<file path="src/hw/rtl/ppr_pkg.sv">
// Package for the pulse period to rate meter.
// Holds the phase and sequencer types, register indexes and divider constants.
// No dependencies.
package ppr_pkg;

    // Register file.
    localparam int CFG_DATA_WIDTH = 8;
    localparam int CFG_INDEX_WIDTH = 2;
    localparam logic [CFG_INDEX_WIDTH-1:0] CFG_RATE_LIMIT = 2'd0;
    localparam logic [CFG_INDEX_WIDTH-1:0] CFG_SKIP_TICKS = 2'd1;
    localparam logic [CFG_DATA_WIDTH-1:0] RATE_LIMIT_RESET = 8'd220;
    localparam logic [CFG_DATA_WIDTH-1:0] SKIP_TICKS_RESET = 8'd10;

    // Result width.
    localparam int BPM_WIDTH = 8;

    // Dividend of the rate division: ticks per minute.
    localparam int NUM_WIDTH = 16;
    localparam logic [NUM_WIDTH-1:0] RATE_NUMERATOR = 16'd60000;
    localparam int STEP_CNT_W = $clog2(NUM_WIDTH);

    // Measurement phase.
    typedef enum logic [1:0] {
        PH_HIGH = 2'd0,
        PH_SKIP = 2'd1,
        PH_LOW  = 2'd2
    } t_phase;

    // Top level sequencer.
    typedef enum logic [1:0] {
        ST_IDLE   = 2'd0,
        ST_DIVIDE = 2'd1,
        ST_DONE   = 2'd2
    } t_seq_state;

    // Divider status toward the sequencer.
    typedef struct packed {
        logic busy;
        logic done;
    } t_div_stat;

endpackage

</file>
<file path="src/hw/rtl/ppr_div.sv">
// Restoring divider that computes RATE_NUMERATOR / divisor, one quotient bit per cycle.
// Depends on ppr_pkg.
module ppr_div #(
    parameter int DIVISOR_WIDTH = 17
) (
    input  logic                          i_clk,
    input  logic                          i_rst_n,
    input  logic                          i_start,
    input  logic [DIVISOR_WIDTH-1:0]      i_divisor,
    output ppr_pkg::t_div_stat            o_stat,
    output logic [ppr_pkg::NUM_WIDTH-1:0] o_quotient
);
    import ppr_pkg::*;

    logic                     r_busy;
    logic [STEP_CNT_W-1:0]    r_count;
    logic [DIVISOR_WIDTH-1:0] r_rem;
    logic [NUM_WIDTH-1:0]     r_quot;
    logic [DIVISOR_WIDTH-1:0] r_divisor;

    logic [DIVISOR_WIDTH:0]   trial;
    logic [DIVISOR_WIDTH:0]   diff;
    logic                     fits;

    // One trial subtraction per cycle; quotient bits shift in, dividend bits shift out.
    always_comb begin
        trial = {r_rem, r_quot[NUM_WIDTH-1]};
        diff  = trial - {1'b0, r_divisor};
        fits  = (trial >= {1'b0, r_divisor});
    end

    // Step counter and busy flag.
    always_ff @(posedge i_clk) begin
        if (!i_rst_n) begin
            r_busy  <= 1'b0;
            r_count <= '0;
        end else if (i_start) begin
            r_busy  <= 1'b1;
            r_count <= STEP_CNT_W'(NUM_WIDTH - 1);
        end else if (r_busy) begin
            if (r_count == '0) begin
                r_busy <= 1'b0;
            end else begin
                r_count <= r_count - 1'b1;
            end
        end
    end

    // Datapath registers.
    always_ff @(posedge i_clk) begin
        if (i_start) begin
            r_rem     <= '0;
            r_quot    <= RATE_NUMERATOR;
            r_divisor <= i_divisor;
        end else if (r_busy) begin
            r_rem  <= fits ? diff[DIVISOR_WIDTH-1:0] : trial[DIVISOR_WIDTH-1:0];
            r_quot <= {r_quot[NUM_WIDTH-2:0], fits};
        end
    end

    assign o_stat.busy = r_busy;
    assign o_stat.done = r_busy && (r_count == '0);
    assign o_quotient  = r_quot;

endmodule

</file>
<file path="src/hw/rtl/pulse_period_to_rate.sv">
// Top level of the pulse period to rate meter: tick phase tracking, sequencer, output register.
// Depends on ppr_pkg and ppr_div.
//
//  channel | direction | handshake                 | payload
//  --------+-----------+---------------------------+------------------------------------
//  in      | input     | i_in_valid / o_in_ready   | i_pin_level
//  out     | output    | o_out_valid / i_out_ready | o_beats_per_minute, o_rate_valid
//  cfg     | input     | i_cfg_we (no wait)        | i_cfg_index, i_cfg_wdata
//
// A tick that produces no result leaves the sequencer in ST_IDLE. A tick that ends a low phase
// with the pin high starts the restoring divider; the sequencer waits in ST_DIVIDE until it is
// done, then in ST_DONE loads the result into the output register, and no new tick is accepted
// until it is back in ST_IDLE. The output register holds a finished result while new ticks are
// accepted; a finished quotient waits, with the input stalled, while that register is full.
// Reset is synchronous and active low; it restores the register defaults and the high phase.
module pulse_period_to_rate #(
    parameter int COUNT_WIDTH = 16
) (
    input  logic                                i_clk,
    input  logic                                i_rst_n,
    input  logic                                i_in_valid,
    output logic                                o_in_ready,
    input  logic                                i_pin_level,
    output logic                                o_out_valid,
    input  logic                                i_out_ready,
    output logic [ppr_pkg::BPM_WIDTH-1:0]       o_beats_per_minute,
    output logic                                o_rate_valid,
    input  logic                                i_cfg_we,
    input  logic [ppr_pkg::CFG_INDEX_WIDTH-1:0] i_cfg_index,
    input  logic [ppr_pkg::CFG_DATA_WIDTH-1:0]  i_cfg_wdata
);
    import ppr_pkg::*;

    localparam int DIVISOR_WIDTH = COUNT_WIDTH + 1;
    localparam logic [COUNT_WIDTH-1:0] COUNT_MAX = {COUNT_WIDTH{1'b1}};

    // Configuration registers.
    logic [CFG_DATA_WIDTH-1:0] r_rate_limit;
    logic [CFG_DATA_WIDTH-1:0] r_skip_ticks;

    // Measurement state.
    t_phase                    r_phase, n_phase;
    logic [COUNT_WIDTH-1:0]    r_high_time, n_high_time;
    logic [COUNT_WIDTH-1:0]    r_low_time, n_low_time;
    logic [CFG_DATA_WIDTH-1:0] r_skip_left, n_skip_left;

    // Sequencer and result.
    t_seq_state                r_state, n_state;
    logic                      r_total_zero;
    logic                      r_out_valid;
    logic [BPM_WIDTH-1:0]      r_bpm;
    logic                      r_rate_ok;

    logic                      in_accept;
    logic                      div_start;
    logic                      out_load;
    logic [DIVISOR_WIDTH-1:0]  total;
    t_div_stat                 div_stat;
    logic [NUM_WIDTH-1:0]      quotient;
    logic                      result_ok;

    assign in_accept = i_in_valid && o_in_ready;
    assign total     = {1'b0, r_high_time} + {1'b0, r_low_time};

    // Configuration writes; unknown indexes are ignored.
    always_ff @(posedge i_clk) begin
        if (!i_rst_n) begin
            r_rate_limit <= RATE_LIMIT_RESET;
            r_skip_ticks <= SKIP_TICKS_RESET;
        end else if (i_cfg_we) begin
            unique case (i_cfg_index)
                CFG_RATE_LIMIT: r_rate_limit <= i_cfg_wdata;
                CFG_SKIP_TICKS: r_skip_ticks <= i_cfg_wdata;
                default: ;
            endcase
        end
    end

    // Phase tracking for one accepted tick.
    always_comb begin
        n_phase     = r_phase;
        n_high_time = r_high_time;
        n_low_time  = r_low_time;
        n_skip_left = r_skip_left;
        unique case (r_phase)
            PH_SKIP: begin
                if (r_skip_left != '0) begin
                    n_skip_left = r_skip_left - 1'b1;
                end
                if (n_skip_left == '0) begin
                    n_phase = PH_LOW;
                end
            end
            PH_LOW: begin
                if (!i_pin_level) begin
                    if (r_low_time != COUNT_MAX) begin
                        n_low_time = r_low_time + 1'b1;
                    end
                end else begin
                    // The rising edge counts as the first high tick of the next period.
                    n_phase     = PH_HIGH;
                    n_high_time = COUNT_WIDTH'(1);
                    n_low_time  = '0;
                    n_skip_left = '0;
                end
            end
            default: begin
                n_phase = PH_HIGH;
                if (i_pin_level) begin
                    if (r_high_time != COUNT_MAX) begin
                        n_high_time = r_high_time + 1'b1;
                    end
                end else begin
                    n_skip_left = r_skip_ticks;
                    n_phase     = (r_skip_ticks == '0) ? PH_LOW : PH_SKIP;
                end
            end
        endcase
    end

    always_ff @(posedge i_clk) begin
        if (!i_rst_n) begin
            r_phase     <= PH_HIGH;
            r_high_time <= '0;
            r_low_time  <= '0;
            r_skip_left <= '0;
        end else if (in_accept) begin
            r_phase     <= n_phase;
            r_high_time <= n_high_time;
            r_low_time  <= n_low_time;
            r_skip_left <= n_skip_left;
        end
    end

    // Sequencer: accept ticks, run the divider, hand the result to the output register.
    always_ff @(posedge i_clk) begin
        if (!i_rst_n) begin
            r_state <= ST_IDLE;
        end else begin
            r_state <= n_state;
        end
    end

    always_comb begin
        n_state    = r_state;
        o_in_ready = 1'b0;
        div_start  = 1'b0;
        out_load   = 1'b0;
        unique case (r_state)
            ST_IDLE: begin
                o_in_ready = 1'b1;
                if (i_in_valid && (r_phase == PH_LOW) && i_pin_level) begin
                    div_start = 1'b1;
                    n_state   = ST_DIVIDE;
                end
            end
            ST_DIVIDE: begin
                if (div_stat.done) begin
                    n_state = ST_DONE;
                end
            end
            ST_DONE: begin
                if (!r_out_valid || i_out_ready) begin
                    out_load = 1'b1;
                    n_state  = ST_IDLE;
                end
            end
            default: n_state = ST_IDLE;
        endcase
    end

    // Zero total is flagged apart from the divider.
    always_ff @(posedge i_clk) begin
        if (div_start) begin
            r_total_zero <= (total == '0);
        end
    end

    ppr_div #(
        .DIVISOR_WIDTH(DIVISOR_WIDTH)
    ) u_div (
        .i_clk      (i_clk),
        .i_rst_n    (i_rst_n),
        .i_start    (div_start),
        .i_divisor  (total),
        .o_stat     (div_stat),
        .o_quotient (quotient)
    );

    // Result check against the rate limit.
    assign result_ok = !r_total_zero && (quotient < {{(NUM_WIDTH - CFG_DATA_WIDTH){1'b0}},
                                                     r_rate_limit});

    // Output register.
    always_ff @(posedge i_clk) begin
        if (!i_rst_n) begin
            r_out_valid <= 1'b0;
        end else if (out_load) begin
            r_out_valid <= 1'b1;
        end else if (i_out_ready) begin
            r_out_valid <= 1'b0;
        end
    end

    always_ff @(posedge i_clk) begin
        if (out_load) begin
            r_bpm     <= result_ok ? quotient[BPM_WIDTH-1:0] : '0;
            r_rate_ok <= result_ok;
        end
    end

    assign o_out_valid        = r_out_valid;
    assign o_beats_per_minute = r_bpm;
    assign o_rate_valid       = r_rate_ok;

    // The divider is never running while ticks are taken.
    a_ready_not_busy: assert property (@(posedge i_clk) disable iff (!i_rst_n)
        o_in_ready |-> !div_stat.busy)
        else $error("tick accepted while the divider runs");

    // Divider completion is only seen while the sequencer waits for it.
    a_done_in_divide: assert property (@(posedge i_clk) disable iff (!i_rst_n)
        div_stat.done |-> (r_state == ST_DIVIDE))
        else $error("divider finished outside the divide state");

    // A skip phase always has ticks left to ignore.
    a_skip_nonzero: assert property (@(posedge i_clk) disable iff (!i_rst_n)
        (r_phase == PH_SKIP) |-> (r_skip_left != '0))
        else $error("skip phase with no ticks left");

    // A failed result carries a zero rate.
    a_fail_zero: assert property (@(posedge i_clk) disable iff (!i_rst_n)
        (o_out_valid && !o_rate_valid) |-> (o_beats_per_minute == '0))
        else $error("failed result with nonzero rate");

endmodule

</file>
<file path="config.mk">
export PLATFORM = sky130hd
export DESIGN_NAME = pulse_period_to_rate
export DESIGN_NICKNAME = d
export VERILOG_FILES = /design/src/hw/rtl/ppr_pkg.sv /design/src/hw/rtl/ppr_div.sv /design/src/hw/rtl/pulse_period_to_rate.sv
export SDC_FILE = /design/constraint.sdc
export NUM_CORES = 1
export LEC_CHECK = 0
export BUFFER_PORTS_ARGS = -buffer_cell sky130_fd_sc_hd__buf_4
export CORE_UTILIZATION = 50
export DETAILED_ROUTE_END_ITERATION = 7
export GPL_TIMING_DRIVEN = 0
export PLACE_DENSITY = 0.67
export SLEW_MARGIN = 10
export SYNTH_ARGS = -nofsm -noshare
export SYNTH_HDL_FRONTEND = slang
export SYNTH_HIERARCHICAL = 1
export SYNTH_SLANG_ARGS = --single-unit
</file>
<file path="constraint.sdc">
create_clock -name i_clk -period 4.2 [get_ports i_clk]
set_input_delay 0.21 -clock i_clk [delete_from_list [all_inputs] [get_ports i_clk]]
set_output_delay 0.21 -clock i_clk [all_outputs]
set_load 0.01 [all_outputs]
</file>
# Word level (Yosys, flattened, before mapping)
# Cells that the tools add are included.
word_totals:
  input_bits: 16
  out_inout_bits: 11
  wordCells: 100
  regBits: 126
op_classes:
  n_reduce_logical: 27
  bitwise: 1
  muxes: 34
  n_eq_ne: 14
  magnitude_cmp: 2
  add_sub_neg: 6
op_table:
  columns: ["cell", "count"]
  rows:
  - ["$mux 16", 5]
  - ["$add 16x1->16 const B", 2]
  - ["$mux 8", 4]
  - ["$ne 16x16->1 const B", 2]
  - ["$pmux 16 s2", 1]
  - ["$ge 18x17->1", 1]
  - ["$add 16x16->17", 1]
  - ["$logic_not 17->1", 1]
  - ["$mux 17", 1]
  - ["$sub 17x17->17", 1]
  - ["$logic_not 8->1", 2]
  - ["$lt 16x8->1", 1]
  - ["$pmux 8 s2", 1]
  - ["$mux 2", 7]
  - ["$mux 4", 3]
  - ["$ne 2x2->1 const B", 6]
  - ["$reduce_and 3->1", 4]
  - ["$mux 1", 10]
  - ["$reduce_bool 2->1", 4]
  - ["$reduce_bool 8->1", 1]
  - ["$sub 8x1->8 const B", 1]
  - ["$eq 2x1->1 const B", 3]
  - ["$pmux 2 s3", 1]
  - ["$reduce_and 2->1", 3]
  - ["other kinds (11)", 18]

# Longest topological paths before layout
logic_depth:
  ltp_word: 7
  depth_mapped: 13

# Hierarchy
# The synthesis kept the hierarchy.
by_module_without_submodules:
  columns: ["module", "area_per_inst_um2", "n_inst", "cells_each"]
  rows:
  - ["pulse_period_to_rate", 4460.5, 1, 528]
  - ["ppr_div", 3041.7, 1, 318]

# Least setup slack after synthesis
# OpenSTA, ideal clock, no wires.
synth_path:
  path_type: "reg-to-reg"
  startpoint: "register r_high_time[0]"
  endpoint: "register r_total_zero, data pin"
  t_required_ps: 4030
  n_path_buf: 0
  setup_ps: 170
  arrival_time_ps: 2573
  path_stages_with_launch: 10
  slack_ps: 1457
  path_cell_list: "dfxtp_1 > ha_1 > fa_1 > xor2_1 > or4_1 > a21oi_1 > or4b_1 > a2111oi_2 > o2111ai_1 > nor4_2"
synth_via:
  elab_chain_cells: 2
synth_lines:
  columns: ["element", "line", "source"]
  rows:
  - ["start, declared", "pulse_period_to_rate.sv:43", "logic [COUNT_WIDTH-1:0] r_high_time, n_high_time;"]
  - ["start signal, assigned", "pulse_period_to_rate.sv:129", "r_high_time <= n_high_time;"]
  - ["$add 16x16->17", "pulse_period_to_rate.sv:63", "assign total = {1'b0, r_high_time} + {1'b0, r_low_time};"]
  - ["net total[2]", "pulse_period_to_rate.sv:57", "logic [DIVISOR_WIDTH-1:0] total;"]
  - ["$logic_not 17->1", "pulse_period_to_rate.sv:175", "r_total_zero <= (total == '0);"]
  - ["end signal, assigned", "pulse_period_to_rate.sv:175", null]
  - ["end, declared", "pulse_period_to_rate.sv:49", "logic r_total_zero;"]
# The timed path passes the listed nets, and every way through them passes these cells.
# A chain may end at the register's enable or synchronous reset.

# Worst setup path in the final report
# Ends and elaborated chain as after synthesis.

==> reports/results.tsv <==
stage	metric	value	unit
sta	WHS	27.13	ps
clocking	worst skew pair latency	420	ps
clocking	H-tree levels	4	
setup_path	Startpoint Class	flop	
sta	min Tclk post-route	3193	ps
global_route	first-pass GRT wire length	29060	um
pwr	power per standard cell area	385.8	nW/um^2
pwr	Power, Total	0.003276	W
setup_path	type of destination of the critical path	flop	
placement	gpl congestion	0.9015	
setup_path	Crit path arrival time	3410	ps
placement	detailed placement HPWL	12990	um
global_route	Global Route Usage Sum	22.96	%
synthesis	Syn Nets	910	
drt	drt first pass iters	5	
die	Rows	44	
global_route	vias in the first global route	6017	
min_path	min-delay worst type	input pin to flop	
setup_path	Critical R2R Capture	r_total_zero	
synthesis	Post-Syn Instances	845	
synthesis	Avg Inst Size Synth	8.869	sq um
sta	setup slack after layout	1007	ps
die	Die H	124.4	um
sta	RSZ-0062 raised after global routing	no	
drt	total number of vias	6317	
drt	vias per std cell	5.811	
run_status	outcome	finished, final reports clean	
setup_path	crit path kind	flop to flop	
drt	DRT Wirelength	17270	um
min_path	Worst Hold Launch	i_cfg_wdata[3]	
die	I/O pin count	27	
final_layout	share of cells above drive strength 1	10.08	%
global_route	initial antenna violation count	0	
clocking	CTS tree	built	
clocking	Clk pin slew, worst setup/hold paths	60	ps
pwr	leak pwr	3.382	nW
final_layout	fillers	1275	
placement	Place WS	1022	ps
final_layout	diode count	0	
final_layout	Final nets	955	
drt	DR iter-0 viols	483	
sta	slew margin rel.	41.74	%
drt	post-DR wirelength/cell	15.89	um
min_path	hold path depth	3	
setup_path	FF-to-FF setup slack	1010	ps
setup_path	RR Startpoint	r_high_time[0]	
final_layout	Final Util	58.20	%
setup_path	WP data required	4420	ps
sta	clk_skew	11.66	ps
sta	FMAX	313.2	MHz
sta	setup violators final	0	
die	Die X	124.4	um
min_path	Hold Crit Endpoint	r_skip_ticks[3]	
clocking	Root Buffer Master	clkbuf_16	
setup_path	Critical Path Fanout Max	6	
global_route	total gr overflow	0	
run	Max Cap Violations	0	
sta	final-report hold violation count	0	
sta	Slew @ Worst Pin	872.1	ps
die	total core area	14590	sq um
pwr	maximum vdd drop	0.2821	mV
clocking	hold buffer count at CTS	0	
sta	Final period util	76.02	%
setup_path	CP startpoint	r_high_time[0]	
clocking	Setup Fix Bufs, Post-CTS	0	
synthesis	cell area after synthesis	7495	sq um
die	die footprint	15480	sq um
setup_path	Worst Reg-to-Reg Cells	9	
drt	Remaining DRCs	0	
clocking	clk sinks	126	
final_layout	Area Overhead vs Synth	13.29	%
synthesis	Warnings, synthesis	6	
clocking	CTS Buf Count	17	
global_route	largest net degree at the start of global routing	25	
sta	Setup TNS	0	ps
sta	Final Max Tran Viols	0	
drt	antenna-violating nets left	0	
placement	IO buf count	26	
clocking	Max clock buf depth	2	
die	Initial Util	51.37	%
clocking	Gates resized, CTS repair	0	
==> flip-flops by register name, summed over array words and instances (netlist names) <==
name,count
r_rate_limit,8
r_skip_ticks,8
r_state,2
u_div/r_divisor,17
o_beats_per_minute,8
u_div/o_quotient,16
r_phase,2
u_div/r_rem,17
u_div/r_busy,1
o_out_valid,1
o_rate_valid,1
r_total_zero,1
r_high_time,16
r_skip_left,8
r_low_time,16
u_div/r_count,4
==> power by group <==
group	internal, W	leakage (nW)	switching, W
combinational	0.000234	2.00	0.000294
sequential	0.00129	1.10	0.0000517
clock	0.000838	0.280	0.000566
==> per-stage QoR <==
step | instances | area (sq um)
2_1_floorplan | 845 | 7495
3_3_place_gp | 1055 | 7920
3_5_place_dp | 1055 | 7920
4_1_cts | 1087 | 8491
5_1_grt | 1087 | 8491
6_report | 1087 | 8491
==> worst max-delay path: stages, from the launching register on <==
cell and delay (ps):
dfxtp_1 360, ha_1 250, fa_1 450, xor2_1 220
or4_1 470, a21oi_1 130, or4b_1 460, a2111oi_2 250
o2111ai_1 190, nor4_2 230
==> area by class of cell <==
cell class	count	area, sq um	share of cell area, %
repair buffers	26	195.2	2.299
multi-input cells	646	4385	51.65
inverters	43	161.4	1.901
clock inverters	14	131.4	1.547
flip-flops and latches	126	2793	32.89
plain buffers	30	155.1	1.827
clock buffers	18	439.2	5.172
well taps	184	230.2	2.711
==> layout by cell type (no fill, tap or decap), types with 9 or more instances in the layout <==
cell type	instances
a21o_1	11
and2_1	11
inv_1	42
nand2_1	88
xor2_1	23
o211ai_1	12
dfxtp_1	99
xnor2_1	19
nor2b_1	19
ha_1	47
edfxtp_1	27
nor3_1	16
a21oi_1	40
clkbuf_16	17
nand2b_1	10
a21boi_0	9
nor2_1	81
clkbuf_1	22
nand3_1	27
mux2i_1	33
o21ai_0	38
buf_4	27
a211oi_1	17
nor4_1	9
nand4_1	10
==> layer usage <==
layer | vias to the layer above | wire length, um | GRT usage [%]
met5 | - | 0 | 0
met2 | 124 | 8066 | 37.15
met4 | 0 | 330 | 8.009
met1 | 2994 | 8321 | 30.28
li1 | 3167 | - | -
met3 | 32 | 554 | 4.768
==> how the worst max path moves through the flow <==
stage / to / slack (ps)
after CTS: r_total_zero / 1010
final: r_total_zero / 1010
after floorplan: r_total_zero / 1460
after global placement: r_total_zero / 1070
after detailed placement: r_total_zero / 1020
after global routing: r_total_zero / 810
No activity file was read; power rests on OpenSTA's default activity.
